$ cat config.mk
export PLATFORM = sky130hd
export DESIGN_NAME = clamped_histogram_binner_unit
export DESIGN_NICKNAME = d
export VERILOG_FILES = /design/src/rtl/chb_pkg.sv /design/src/rtl/clamped_histogram_binner_unit.sv
export VERILOG_INCLUDE_DIRS = /design/src /design/src/rtl
export SDC_FILE = /design/constraint.sdc
export NUM_CORES = 1
export LEC_CHECK = 0
export ABC_CLOCK_PERIOD_IN_PS = 10190
export BUFFER_PORTS_ARGS = -buffer_cell sky130_fd_sc_hd__buf_2
export CAP_MARGIN = 20
export CORE_MARGIN = 8
export CORE_UTILIZATION = 37
export CTS_CLUSTER_DIAMETER = 50
export DETAILED_ROUTE_END_ITERATION = 6
export PLACE_DENSITY = 0.49
export SKIP_CTS_REPAIR_TIMING = 1
export SYNTH_ARGS = -nofsm -noshare
export SYNTH_HDL_FRONTEND = slang
export SYNTH_SLANG_ARGS = --single-unit
$ cat constraint.sdc
create_clock -name clk -period 10.19 [get_ports clk]
set_input_delay 2.038 -clock clk [delete_from_list [all_inputs] [get_ports clk]]
set_output_delay 2.038 -clock clk [all_outputs]
set_load 0.005 [all_outputs]
$ cat src/rtl/assert_macros.svh
// Assertion macros shared by the binner RTL.
`ifndef ASSERT_MACROS_SVH
`define ASSERT_MACROS_SVH

// Same-cycle implication, sampled on clk, off while in reset.
`define CHB_ASSERT_NOW(lbl, ante, cons, msg) \
    lbl: assert property (@(posedge clk) disable iff (!rst_n) (ante) |-> (cons)) \
        else $error(msg);

// Next-cycle implication, sampled on clk, off while in reset.
`define CHB_ASSERT_NEXT(lbl, ante, cons, msg) \
    lbl: assert property (@(posedge clk) disable iff (!rst_n) (ante) |=> (cons)) \
        else $error(msg);

`endif

$ cat src/rtl/chb_pkg.sv
// Package: widths, register indexes, reset values and sequencer states of the binner.
`default_nettype none

package chb_pkg;

    localparam int SAMPLE_W   = 24;
    localparam int STEP_W     = 23;
    localparam int BINS_W     = 5;
    localparam int INDEX_W    = 4;
    localparam int COUNT_W    = 32;
    localparam int CFG_IDX_W  = 2;
    localparam int CFG_DATA_W = 24;

    // Configuration register indexes
    localparam logic [CFG_IDX_W-1:0] REG_MIN_VALUE   = 2'd0;
    localparam logic [CFG_IDX_W-1:0] REG_BIN_STEP    = 2'd1;
    localparam logic [CFG_IDX_W-1:0] REG_BINS_IN_USE = 2'd2;

    // Reset values of the configuration registers
    localparam logic [SAMPLE_W-1:0] MIN_VALUE_RST   = 24'hFFCE00;
    localparam logic [STEP_W-1:0]   BIN_STEP_RST    = 23'd6400;
    localparam logic [BINS_W-1:0]   BINS_IN_USE_RST = 5'd10;

    localparam logic [COUNT_W-1:0]  COUNT_FULL = '1;

    typedef enum logic [2:0] {
        ST_CLEAR,
        ST_IDLE,
        ST_DIV,
        ST_RD,
        ST_UPD
    } chb_state_t;

endpackage

`default_nettype wire

$ cat src/rtl/clamped_histogram_binner_unit.sv
// Top level: clamped fixed-width histogram binner with a counter memory.
// Use:
//   Input channel (in_valid/in_ready, sample) takes one signed Q15.8 sample per
//   request. Output channel (out_valid/out_ready, bin_index, bin_count) returns
//   the clamped bin and that bin's saturated count after the increment.
//   Configuration (cfg_write, cfg_index, cfg_data) writes min_value, bin_step or
//   bins_in_use, one register per write; write only while the block is idle.
// Operation:
//   The bin is found by a restoring divider that resolves one quotient bit per
//   cycle, after a top step that only tests for overflow and ends the division
//   early when it finds one. A sample below min_value skips the divider. The
//   counter then takes a read step and a modify/write step on the memory. A new
//   request is taken only once the previous one has written its counter.
// Reset:
//   Configuration returns to its defaults and a clearing pass zeroes the counter
//   memory, one entry per cycle; in_ready stays low until the pass is done.
// Stall:
//   A result waits in the output register; the next request is already taken
//   and worked on, and its counter write waits until the register is free.
`default_nettype none

module clamped_histogram_binner_unit #(
    parameter int MAX_BINS = 16
) (
    input  wire logic                              clk,
    input  wire logic                              rst_n,
    input  wire logic                              cfg_write,
    input  wire logic [chb_pkg::CFG_IDX_W-1:0]     cfg_index,
    input  wire logic [chb_pkg::CFG_DATA_W-1:0]    cfg_data,
    input  wire logic                              in_valid,
    output logic                                   in_ready,
    input  wire logic signed [chb_pkg::SAMPLE_W-1:0] sample,
    output logic                                   out_valid,
    input  wire logic                              out_ready,
    output logic [chb_pkg::INDEX_W-1:0]            bin_index,
    output logic [chb_pkg::COUNT_W-1:0]            bin_count
);

    import chb_pkg::*;

    `include "assert_macros.svh"

    localparam int IW   = $clog2(MAX_BINS);
    localparam int CNTW = $clog2(IW + 1);
    localparam int CW   = STEP_W + IW + 2;
    localparam logic [CNTW-1:0] CNT_TOP = CNTW'(IW);
    localparam logic [IW-1:0]   CLR_LAST = IW'(MAX_BINS - 1);

    // Configuration registers
    logic [SAMPLE_W-1:0] min_value_reg;
    logic [STEP_W-1:0]   bin_step_reg;
    logic [BINS_W-1:0]   bins_in_use_reg;

    // Control
    chb_state_t          state_reg, state_next;
    logic [IW-1:0]       clr_cnt_reg, clr_cnt_next;
    logic [CNTW-1:0]     cnt_reg, cnt_next;
    logic                out_valid_reg, out_valid_next;

    // Datapath
    logic [CW-1:0]       rem_reg, rem_next;
    logic [CW-1:0]       dvs_reg, dvs_next;
    logic [IW-1:0]       q_reg, q_next;
    logic                ovf_reg, ovf_next;
    logic [IW-1:0]       top_reg, top_next;
    logic [IW-1:0]       idx_reg, idx_next;
    logic [INDEX_W-1:0]  bin_index_reg, bin_index_next;
    logic [COUNT_W-1:0]  bin_count_reg, bin_count_next;

    // Counter memory
    logic [COUNT_W-1:0]  mem [MAX_BINS];
    logic [COUNT_W-1:0]  rdata_reg;
    logic                mem_we;
    logic                mem_re;
    logic [IW-1:0]       mem_waddr;
    logic [COUNT_W-1:0]  mem_wdata;

    // Shared combinational terms
    logic                in_acc;
    logic                slot_free;
    logic signed [SAMPLE_W:0] diff;
    logic                diff_neg;
    logic [CW-1:0]       step_eff;
    logic [IW:0]         active;
    logic [IW-1:0]       top_now;
    logic                ge;
    logic [CW-1:0]       rem_sub;
    logic [IW-1:0]       idx_clamp;
    logic [COUNT_W-1:0]  count_inc;

    assign in_acc    = in_valid && in_ready;
    assign slot_free = !out_valid_reg || out_ready;

    // Offset from the lower edge, exact in one extra bit
    assign diff     = {sample[SAMPLE_W-1], sample}
                    - {min_value_reg[SAMPLE_W-1], min_value_reg};
    assign diff_neg = diff[SAMPLE_W];
    assign step_eff = (bin_step_reg == '0) ? CW'(1) : CW'(bin_step_reg);

    // Active bin count clamped to 1..MAX_BINS
    always_comb
    begin
        if (bins_in_use_reg == '0)
            active = (IW + 1)'(1);
        else if (32'(bins_in_use_reg) > MAX_BINS)
            active = (IW + 1)'(MAX_BINS);
        else
            active = (IW + 1)'(bins_in_use_reg);
        top_now = IW'(active - (IW + 1)'(1));
    end

    // One restoring division step
    assign ge      = (rem_reg >= dvs_reg);
    assign rem_sub = rem_reg - dvs_reg;

    // Clamp the quotient to the last active bin
    assign idx_clamp = (ovf_reg || (q_reg > top_reg)) ? top_reg : q_reg;

    // Saturating increment of the stored count
    assign count_inc = (rdata_reg == COUNT_FULL) ? rdata_reg : rdata_reg + COUNT_W'(1);

    // Next state
    always_comb
    begin
        state_next = state_reg;
        unique case (state_reg)
            ST_CLEAR:
                if (clr_cnt_reg == CLR_LAST)
                    state_next = ST_IDLE;
            ST_IDLE:
                if (in_valid)
                    state_next = diff_neg ? ST_RD : ST_DIV;
            ST_DIV:
                if ((cnt_reg == '0) || ((cnt_reg == CNT_TOP) && ge))
                    state_next = ST_RD;
            ST_RD:
                state_next = ST_UPD;
            ST_UPD:
                if (slot_free)
                    state_next = ST_IDLE;
            default:
                state_next = ST_CLEAR;
        endcase
    end

    // Sequencer outputs
    always_comb
    begin
        in_ready  = 1'b0;
        mem_we    = 1'b0;
        mem_re    = 1'b0;
        mem_waddr = idx_reg;
        mem_wdata = count_inc;
        unique case (state_reg)
            ST_CLEAR:
            begin
                mem_we    = 1'b1;
                mem_waddr = clr_cnt_reg;
                mem_wdata = '0;
            end
            ST_IDLE:
                in_ready = 1'b1;
            ST_DIV:
                mem_we = 1'b0;
            ST_RD:
                mem_re = 1'b1;
            ST_UPD:
                mem_we = slot_free;
            default:
                in_ready = 1'b0;
        endcase
    end

    // Datapath next values
    always_comb
    begin
        clr_cnt_next   = clr_cnt_reg;
        cnt_next       = cnt_reg;
        out_valid_next = out_valid_reg;
        rem_next       = rem_reg;
        dvs_next       = dvs_reg;
        q_next         = q_reg;
        ovf_next       = ovf_reg;
        top_next       = top_reg;
        idx_next       = idx_reg;
        bin_index_next = bin_index_reg;
        bin_count_next = bin_count_reg;

        // drop the result once taken
        if (out_valid_reg && out_ready)
            out_valid_next = 1'b0;

        unique case (state_reg)
            ST_CLEAR:
                clr_cnt_next = clr_cnt_reg + IW'(1);
            ST_IDLE:
            begin
                // load the divider with the offset and the scaled step
                if (in_acc)
                begin
                    rem_next = CW'(diff[SAMPLE_W-1:0]);
                    dvs_next = step_eff << IW;
                    q_next   = '0;
                    ovf_next = 1'b0;
                    cnt_next = CNT_TOP;
                    top_next = top_now;
                end
            end
            ST_DIV:
            begin
                // top step only tests for a quotient beyond the index range
                if (ge)
                    rem_next = rem_sub;
                if ((cnt_reg == CNT_TOP) && ge)
                    ovf_next = 1'b1;
                q_next   = IW'({q_reg, ge && (cnt_reg != CNT_TOP)});
                dvs_next = dvs_reg >> 1;
                cnt_next = cnt_reg - CNTW'(1);
            end
            ST_RD:
                idx_next = idx_clamp;
            ST_UPD:
            begin
                // hand the updated count to the output register
                if (slot_free)
                begin
                    out_valid_next = 1'b1;
                    bin_index_next = INDEX_W'(idx_reg);
                    bin_count_next = count_inc;
                end
            end
            default:
                cnt_next = cnt_reg;
        endcase
    end

    // Control registers
    always_ff @(posedge clk or negedge rst_n)
    begin
        if (!rst_n)
        begin
            state_reg       <= ST_CLEAR;
            clr_cnt_reg     <= '0;
            out_valid_reg   <= 1'b0;
            min_value_reg   <= MIN_VALUE_RST;
            bin_step_reg    <= BIN_STEP_RST;
            bins_in_use_reg <= BINS_IN_USE_RST;
        end
        else
        begin
            state_reg     <= state_next;
            clr_cnt_reg   <= clr_cnt_next;
            out_valid_reg <= out_valid_next;
            // configuration write decode
            if (cfg_write)
            begin
                unique case (cfg_index)
                    REG_MIN_VALUE:   min_value_reg   <= cfg_data[SAMPLE_W-1:0];
                    REG_BIN_STEP:    bin_step_reg    <= cfg_data[STEP_W-1:0];
                    REG_BINS_IN_USE: bins_in_use_reg <= cfg_data[BINS_W-1:0];
                    default:         bin_step_reg    <= bin_step_reg;
                endcase
            end
        end
    end

    // Payload registers
    always_ff @(posedge clk)
    begin
        cnt_reg       <= cnt_next;
        rem_reg       <= rem_next;
        dvs_reg       <= dvs_next;
        q_reg         <= q_next;
        ovf_reg       <= ovf_next;
        top_reg       <= top_next;
        idx_reg       <= idx_next;
        bin_index_reg <= bin_index_next;
        bin_count_reg <= bin_count_next;
    end

    // Counter memory: one write port, one registered read port
    always_ff @(posedge clk)
    begin
        if (mem_we)
            mem[mem_waddr] <= mem_wdata;
        if (mem_re)
            rdata_reg <= mem[idx_clamp];
    end

    assign out_valid = out_valid_reg;
    assign bin_index = bin_index_reg;
    assign bin_count = bin_count_reg;

    `CHB_ASSERT_NOW(a_no_accept_in_clear, state_reg == ST_CLEAR, !in_ready,
        "request accepted during the clearing pass")
    `CHB_ASSERT_NOW(a_write_only_clear_or_upd, mem_we,
        (state_reg == ST_CLEAR) || (state_reg == ST_UPD),
        "counter memory written outside clear or update")
    `CHB_ASSERT_NOW(a_idx_in_range, state_reg == ST_UPD, idx_reg <= top_reg,
        "bin index above the last active bin")
    `CHB_ASSERT_NEXT(a_result_loaded, (state_reg == ST_UPD) && slot_free,
        out_valid_reg && (bin_count_reg != '0),
        "update did not load a nonzero count")

endmodule

`default_nettype wire
==> impl_metrics.env, run 1 <==
export IMPL_synth_edf_count=652
export IMPL_drive_above_1_share=0.135
export IMPL_r2r_slack_ps=5770
export IMPL_slowest_delay_ps=600
export IMPL_stdcell_count=3804
export IMPL_setup_slack_ps=5770
export IMPL_n_antenna_cell=0
export IMPL_avgSynthCellArea_um2=12.6
export IMPL_syn_num_nets=2609
export IMPL_fin_hold_ws_ps=468
export IMPL_fin_tns_setup_ps=0
export IMPL_first_global_vias=19400
export IMPL_yosysWarnings=0
export IMPL_nets=2712
export IMPL_core_area_um2=83700
export IMPL_crit_fanout=126
export IMPL_postRouteAntennaNets=0
export IMPL_cts_root_buf="clkbuf_16"
export IMPL_max_slew_margin_rel=0.255
export IMPL_yosysSeqAreaShare=0.674
export IMPL_vias_per_cell=5.22
export IMPL_place_congestion=0.785
export IMPL_synth_ff_type="edfxtp_1"
export IMPL_cts_max_path_buffers=3
export IMPL_synth_area_top_cells="edfxtp_1, nand2_1, mux2i_1, dfrtp_1, o21ai_0"
export IMPL_mostFrequentLayoutCells="edfxtp_1, nand2_1, o21ai_0, nand3_1, mux2i_1"
export IMPL_numCtsBuffers=90
export IMPL_syn_area_um2=31300
export IMPL_cts_sinks=712
export IMPL_worst_pin_slew_ps=1120
export IMPL_static_leakage_power_nw=13.5
export IMPL_routedWlPerCell_um=21.5
export IMPL_die_w_um=307
export IMPL_ys_async_sr_fraction=0.0843
export IMPL_die_area_um2=94200
export IMPL_ys_ff_latch=712
export IMPL_pre_cts_ws_ps=5220
export IMPL_drt_pass1_iterations=6
export IMPL_synth_top_area_share=0.625
export IMPL_arrival_ps=4760
export IMPL_ir_worst_vdd_v=0.000202
export IMPL_cpMaxStageDelayCell="buf_12"
export IMPL_yosys_cell_types_count=67
export IMPL_power_density_nw_per_um2=310
export IMPL_fmax_mhz=226
export IMPL_io_pins=93
export IMPL_fin_crit_sh=0.434
export IMPL_finalWirelength_um=81800
export IMPL_grt_start_max_net_pins=178
export IMPL_cts_tree="done"
export IMPL_crit_type="reg2reg"
export IMPL_cap_violations=0
export IMPL_hp_class="reg2reg"
export IMPL_finClkSkew_ps=35.5
export IMPL_synth_cells=2492
export IMPL_row_count=106
export IMPL_hpwl_um=45000
export IMPL_final_hold_viol_count=0
export IMPL_status="complete, no violations"
export IMPL_synth_largest_area_cell="edfxtp_1"
export IMPL_track_usage=0.171
export IMPL_grt_overflow=0
export IMPL_worstPathCellList="ha_1 > nand4_1 > and3_1 > a311oi_1 > and2_4 > buf_4 > buf_4 > buf_12 > mux2i_1 > mux2i_1 > a32oi_1 > o221ai_1"
export IMPL_final_common_cell="edfxtp_1"
export IMPL_setup_viol=0
export IMPL_maxSlewViolCount=0
export IMPL_start_util=0.374
export IMPL_rsz0062_at_grt="false"
export IMPL_die_height_um=307
export IMPL_cts_clk_slew_worst_paths_ps=60
export IMPL_dp_cells=3636
export IMPL_antenna_found_initial=1
export IMPL_drt_iter0_markers=1449
export IMPL_min_period_ps=4420
export IMPL_via_count=19900
export IMPL_largest_reg_flops=512
export IMPL_htreeDepth=3
export IMPL_clock_latency_ps=640
export IMPL_crit_path_start_kind="flop"
export IMPL_cp_end_kind="flop"
export IMPL_io_buffers=92
export IMPL_drcViolationCount=0
export IMPL_areaGrowthSynthToFinish_pct=15.7
export IMPL_grt_pass1_wl_um=123000
export IMPL_crit_required_ps=10530
-- metrics by stage --
| step | util | instance area [µm²] | power [mW] |
|---|---|---|---|
| final | 0.433 | 36200 | 11.2 |
| after floorplan | - | 31300 | 6.89 |
| after detailed placement | 0.397 | 33200 | 8.12 |
| after CTS | 0.433 | 36200 | 11.4 |
| after global routing | 0.433 | 36200 | 11.9 |
| after global placement | 0.397 | 33200 | 8.05 |
-- cells by family (layout without fill, tap and decap cells) --
family	count (synthesis)	in the layout	share of synthesized area
xor+xnor	73	73	0.0204
flops	712	712	0.674
mux	138	138	0.0454
fa+ha+maj	62	62	0.0252
compound gates	373	373	0.0753
simple gates	932	932	0.134
buf+inv	202	380	0.0258
-- synth_stat cells, drive strengths merged (10+ instances only) --
cell type	instances
edfxtp	652
o21ai	157
clkbuf	90
nand3	120
nor3	17
buf	31
xnor2	31
o221ai	32
a21oi	65
nor2	80
mux2i	106
a32oi	32
and4	10
a21o	15
xor2	42
mux2	32
o21bai	12
nand3b	36
ha	60
dfstp	18
and2	40
inv	81
dfrtp	42
nand4	12
nand2	551
nand2b	16
and3	19
-- cell type report --
| cell class | instances | area [µm²] |
|---|---|---|
| timing repair buffer | 132 | 786 |
| clock inverter | 56 | 658 |
| clock buffer | 111 | 2380 |
| fill | 7637 | 47400 |
| tap | 1134 | 1420 |
| multi-input combinational | 1578 | 9580 |
| sequential | 712 | 21100 |
| inverter | 81 | 312 |
-- path summary, 6_finish.rpt --
check | endpoint | cells after the start | startpoint
worst max-delay path | rdata_reg[30] | 12 | q_reg[1]
worst min-delay path | bin_index[1] | 0 | idx_reg[1]
max in group asynchronous | bin_step_reg[22] | 2 | rst_n
min in group asynchronous | bins_in_use_reg[2] | 1 | rst_n
worst min register to register | bin_index[1] | 0 | idx_reg[1]
worst max register to register | rdata_reg[30] | 12 | q_reg[1]
-- report_power, final --
part           total (mW)  internal, mW  switching (mW)
registers            4.27          4.10           0.174
clock network        3.20          1.94            1.26
logic                3.76          1.20            2.56
-- worst max-delay path, delay by kind of cell (launching register included) --
kind | cells | cell delay [ps]
compound gates | 3 | 640
fa+ha+maj | 1 | 340
buf+inv | 3 | 1530
flops | 1 | 440
mux | 2 | 360
simple gates | 3 | 670
-- per-layer routing --
| layer | track usage | vias up | wire length, µm |
|---|---|---|---|
| met5 | 0 | - | 0 |
| li1 | - | 9334 | - |
| met3 | 0.0277 | 105 | 4240 |
| met4 | 0.0423 | 0 | 1400 |
| met2 | 0.271 | 495 | 37700 |
| met1 | 0.245 | 9927 | 38500 |
Power figures use the tool's default switching activity.
==> run 2, diff against run 1 <==
ABC_CLOCK_PERIOD_IN_PS = 3700   (was 10190)
PLACE_DENSITY = 0.51   (was 0.49)
clock period = 3.7 ns   (was 10.19 ns; I/O delays follow)
==> impl_metrics.env, run 2 (synthesis results as in run 1) <==
export IMPL_status="complete, no violations"
export IMPL_core_area_um2=83700
export IMPL_pre_cts_ws_ps=258
export IMPL_routedWlPerCell_um=21.2
export IMPL_power_density_nw_per_um2=851
export IMPL_via_count=19900
export IMPL_grt_overflow=0
export IMPL_p_comb_frac=0.342
export IMPL_die_w_um=307
export IMPL_row_count=106
export IMPL_cts_clk_slew_worst_paths_ps=60
export IMPL_swShare=0.354
export IMPL_start_util=0.374
export IMPL_reg2reg_depth=12
export IMPL_track_usage=0.169
export IMPL_worstReg2RegStart="rem_reg[0]"
export IMPL_antenna_found_initial=1
export IMPL_drt_met1_wl_um=36900
export IMPL_fin_hold_ws_ps=158
export IMPL_htreeDepth=3
export IMPL_io_buffers=92
export IMPL_io_pins=93
export IMPL_setup_viol=0
export IMPL_final_common_cell="edfxtp_1"
export IMPL_finClkSkew_ps=44.7
export IMPL_met3_length_um=3750
export IMPL_cts_max_path_buffers=3
export IMPL_worst_pin_slew_ps=987
export IMPL_switching_power_mw=11.1
export IMPL_die_height_um=307
export IMPL_max_slew_margin_rel=0.339
export IMPL_drive_above_1_share=0.146
export IMPL_min_period_ps=3300
export IMPL_r2r_end="rem_reg[20]"
export IMPL_numCtsBuffers=92
export IMPL_ir_worst_vdd_v=0.000455
export IMPL_cap_violations=0
export IMPL_hpwl_um=46500
export IMPL_nets=2740
export IMPL_crit_type="reg2reg"
export IMPL_clock_latency_ps=640
export IMPL_crit_required_ps=4060
export IMPL_place_area_um2=33600
export IMPL_first_global_vias=19800
export IMPL_die_area_um2=94200
export IMPL_static_leakage_power_nw=13.7
export IMPL_crit_path_start_kind="flop"
export IMPL_hp_class="in2async"
export IMPL_crit_fanout=3
export IMPL_grt_pass1_wl_um=122000
export IMPL_cts_sinks=712
export IMPL_fin_crit_sh=0.892
export IMPL_postRouteAntennaNets=0
export IMPL_fmax_mhz=303
export IMPL_drt_iter0_markers=1446
export IMPL_drcViolationCount=0
export IMPL_dr_wl_met2_um=38500
export IMPL_areaGrowthSynthToFinish_pct=17.2
export IMPL_critPathLaunch="rem_reg[0]"
export IMPL_internal_power_mw=20.2
export IMPL_final_area_um2=36700
export IMPL_finalWirelength_um=81100
export IMPL_largest_reg_flops=512
export IMPL_rsz0062_at_grt="false"
export IMPL_vias_per_cell=5.20
export IMPL_r2r_slack_ps=400
export IMPL_maxSlewViolCount=0
export IMPL_setup_slack_ps=401
export IMPL_cts_tree="done"
export IMPL_cp_end_kind="flop"
export IMPL_arrival_ps=3660
export IMPL_drt_pass1_iterations=5
export IMPL_power_frac_seq=0.376
export IMPL_n_antenna_cell=0
export IMPL_final_hold_viol_count=0
export IMPL_clockPowerShare=0.282
export IMPL_grt_start_max_net_pins=87
export IMPL_fin_tns_setup_ps=0
export IMPL_place_congestion=0.796
export IMPL_cts_root_buf="clkbuf_16"
export IMPL_mostFrequentLayoutCells="edfxtp_1, nand2_1, o21ai_0, nand3_1, mux2i_1"
export IMPL_top_layer="met4"
[run 2: worst max path at each step]
stage / cells after the start / to / slack [ps]
final: 12 / rem_reg[20] / 400
after global placement: 13 / rem_reg[20] / 230
after floorplan: 6 / rem_reg[0] / 180
after CTS: 12 / rem_reg[20] / 390
after global routing: 12 / rem_reg[22] / 220
after detailed placement: 11 / rem_reg[20] / 260
[run 2: worst max-delay path, stage by stage, from the launching register on]
cell      delay (ps)
edfxtp_1         360
inv_1             60
ha_1             160
inv_1             50
fa_1             390
a21o_1           200
a221o_1          340
a211o_1          330
and3b_1          230
o21bai_1         210
a311o_1          360
and3_1           190
a21o_1           150
[run 2: final cells by class]
type / instances / area (µm²)
well taps: 1134 / 1420
flip-flops and latches: 712 / 21100
fillers: 7626 / 47000
multi-input cells: 1578 / 9580
clock buffers: 107 / 2450
inverters: 81 / 309
clock inverters: 60 / 629
repair buffers: 158 / 1210
[run 2: through the flow]
step / cells / total power [mW] / utilization
4_1_cts: 3830 / 31.6 / 0.439
3_5_place_dp: 3663 / 22.6 / 0.402
2_1_floorplan: 2492 / 19.0 / -
6_report: 3830 / 31.2 / 0.439
5_1_grt: 3830 / 33.0 / 0.439
3_3_place_gp: 3663 / 22.5 / 0.402
[run 2: per-layer routing]
layer / global-route usage / vias up
met4: 0.0535 / 0
met3: 0.0236 / 122
met1: 0.234 / 9992
li1: - / 9372
met2: 0.276 / 446
met5: 0 / -
[run 2: power by group through the flow]
stage / clock network (mW) / registers (mW) / logic (mW)
2_1_floorplan: 0 / 11.8 / 7.20
3_3_place_gp: 0 / 11.9 / 10.6
3_5_place_dp: 0 / 11.9 / 10.7
4_1_cts: 9.02 / 11.8 / 10.8
5_1_grt: 9.35 / 11.9 / 11.8
6_report: 8.82 / 11.7 / 10.7
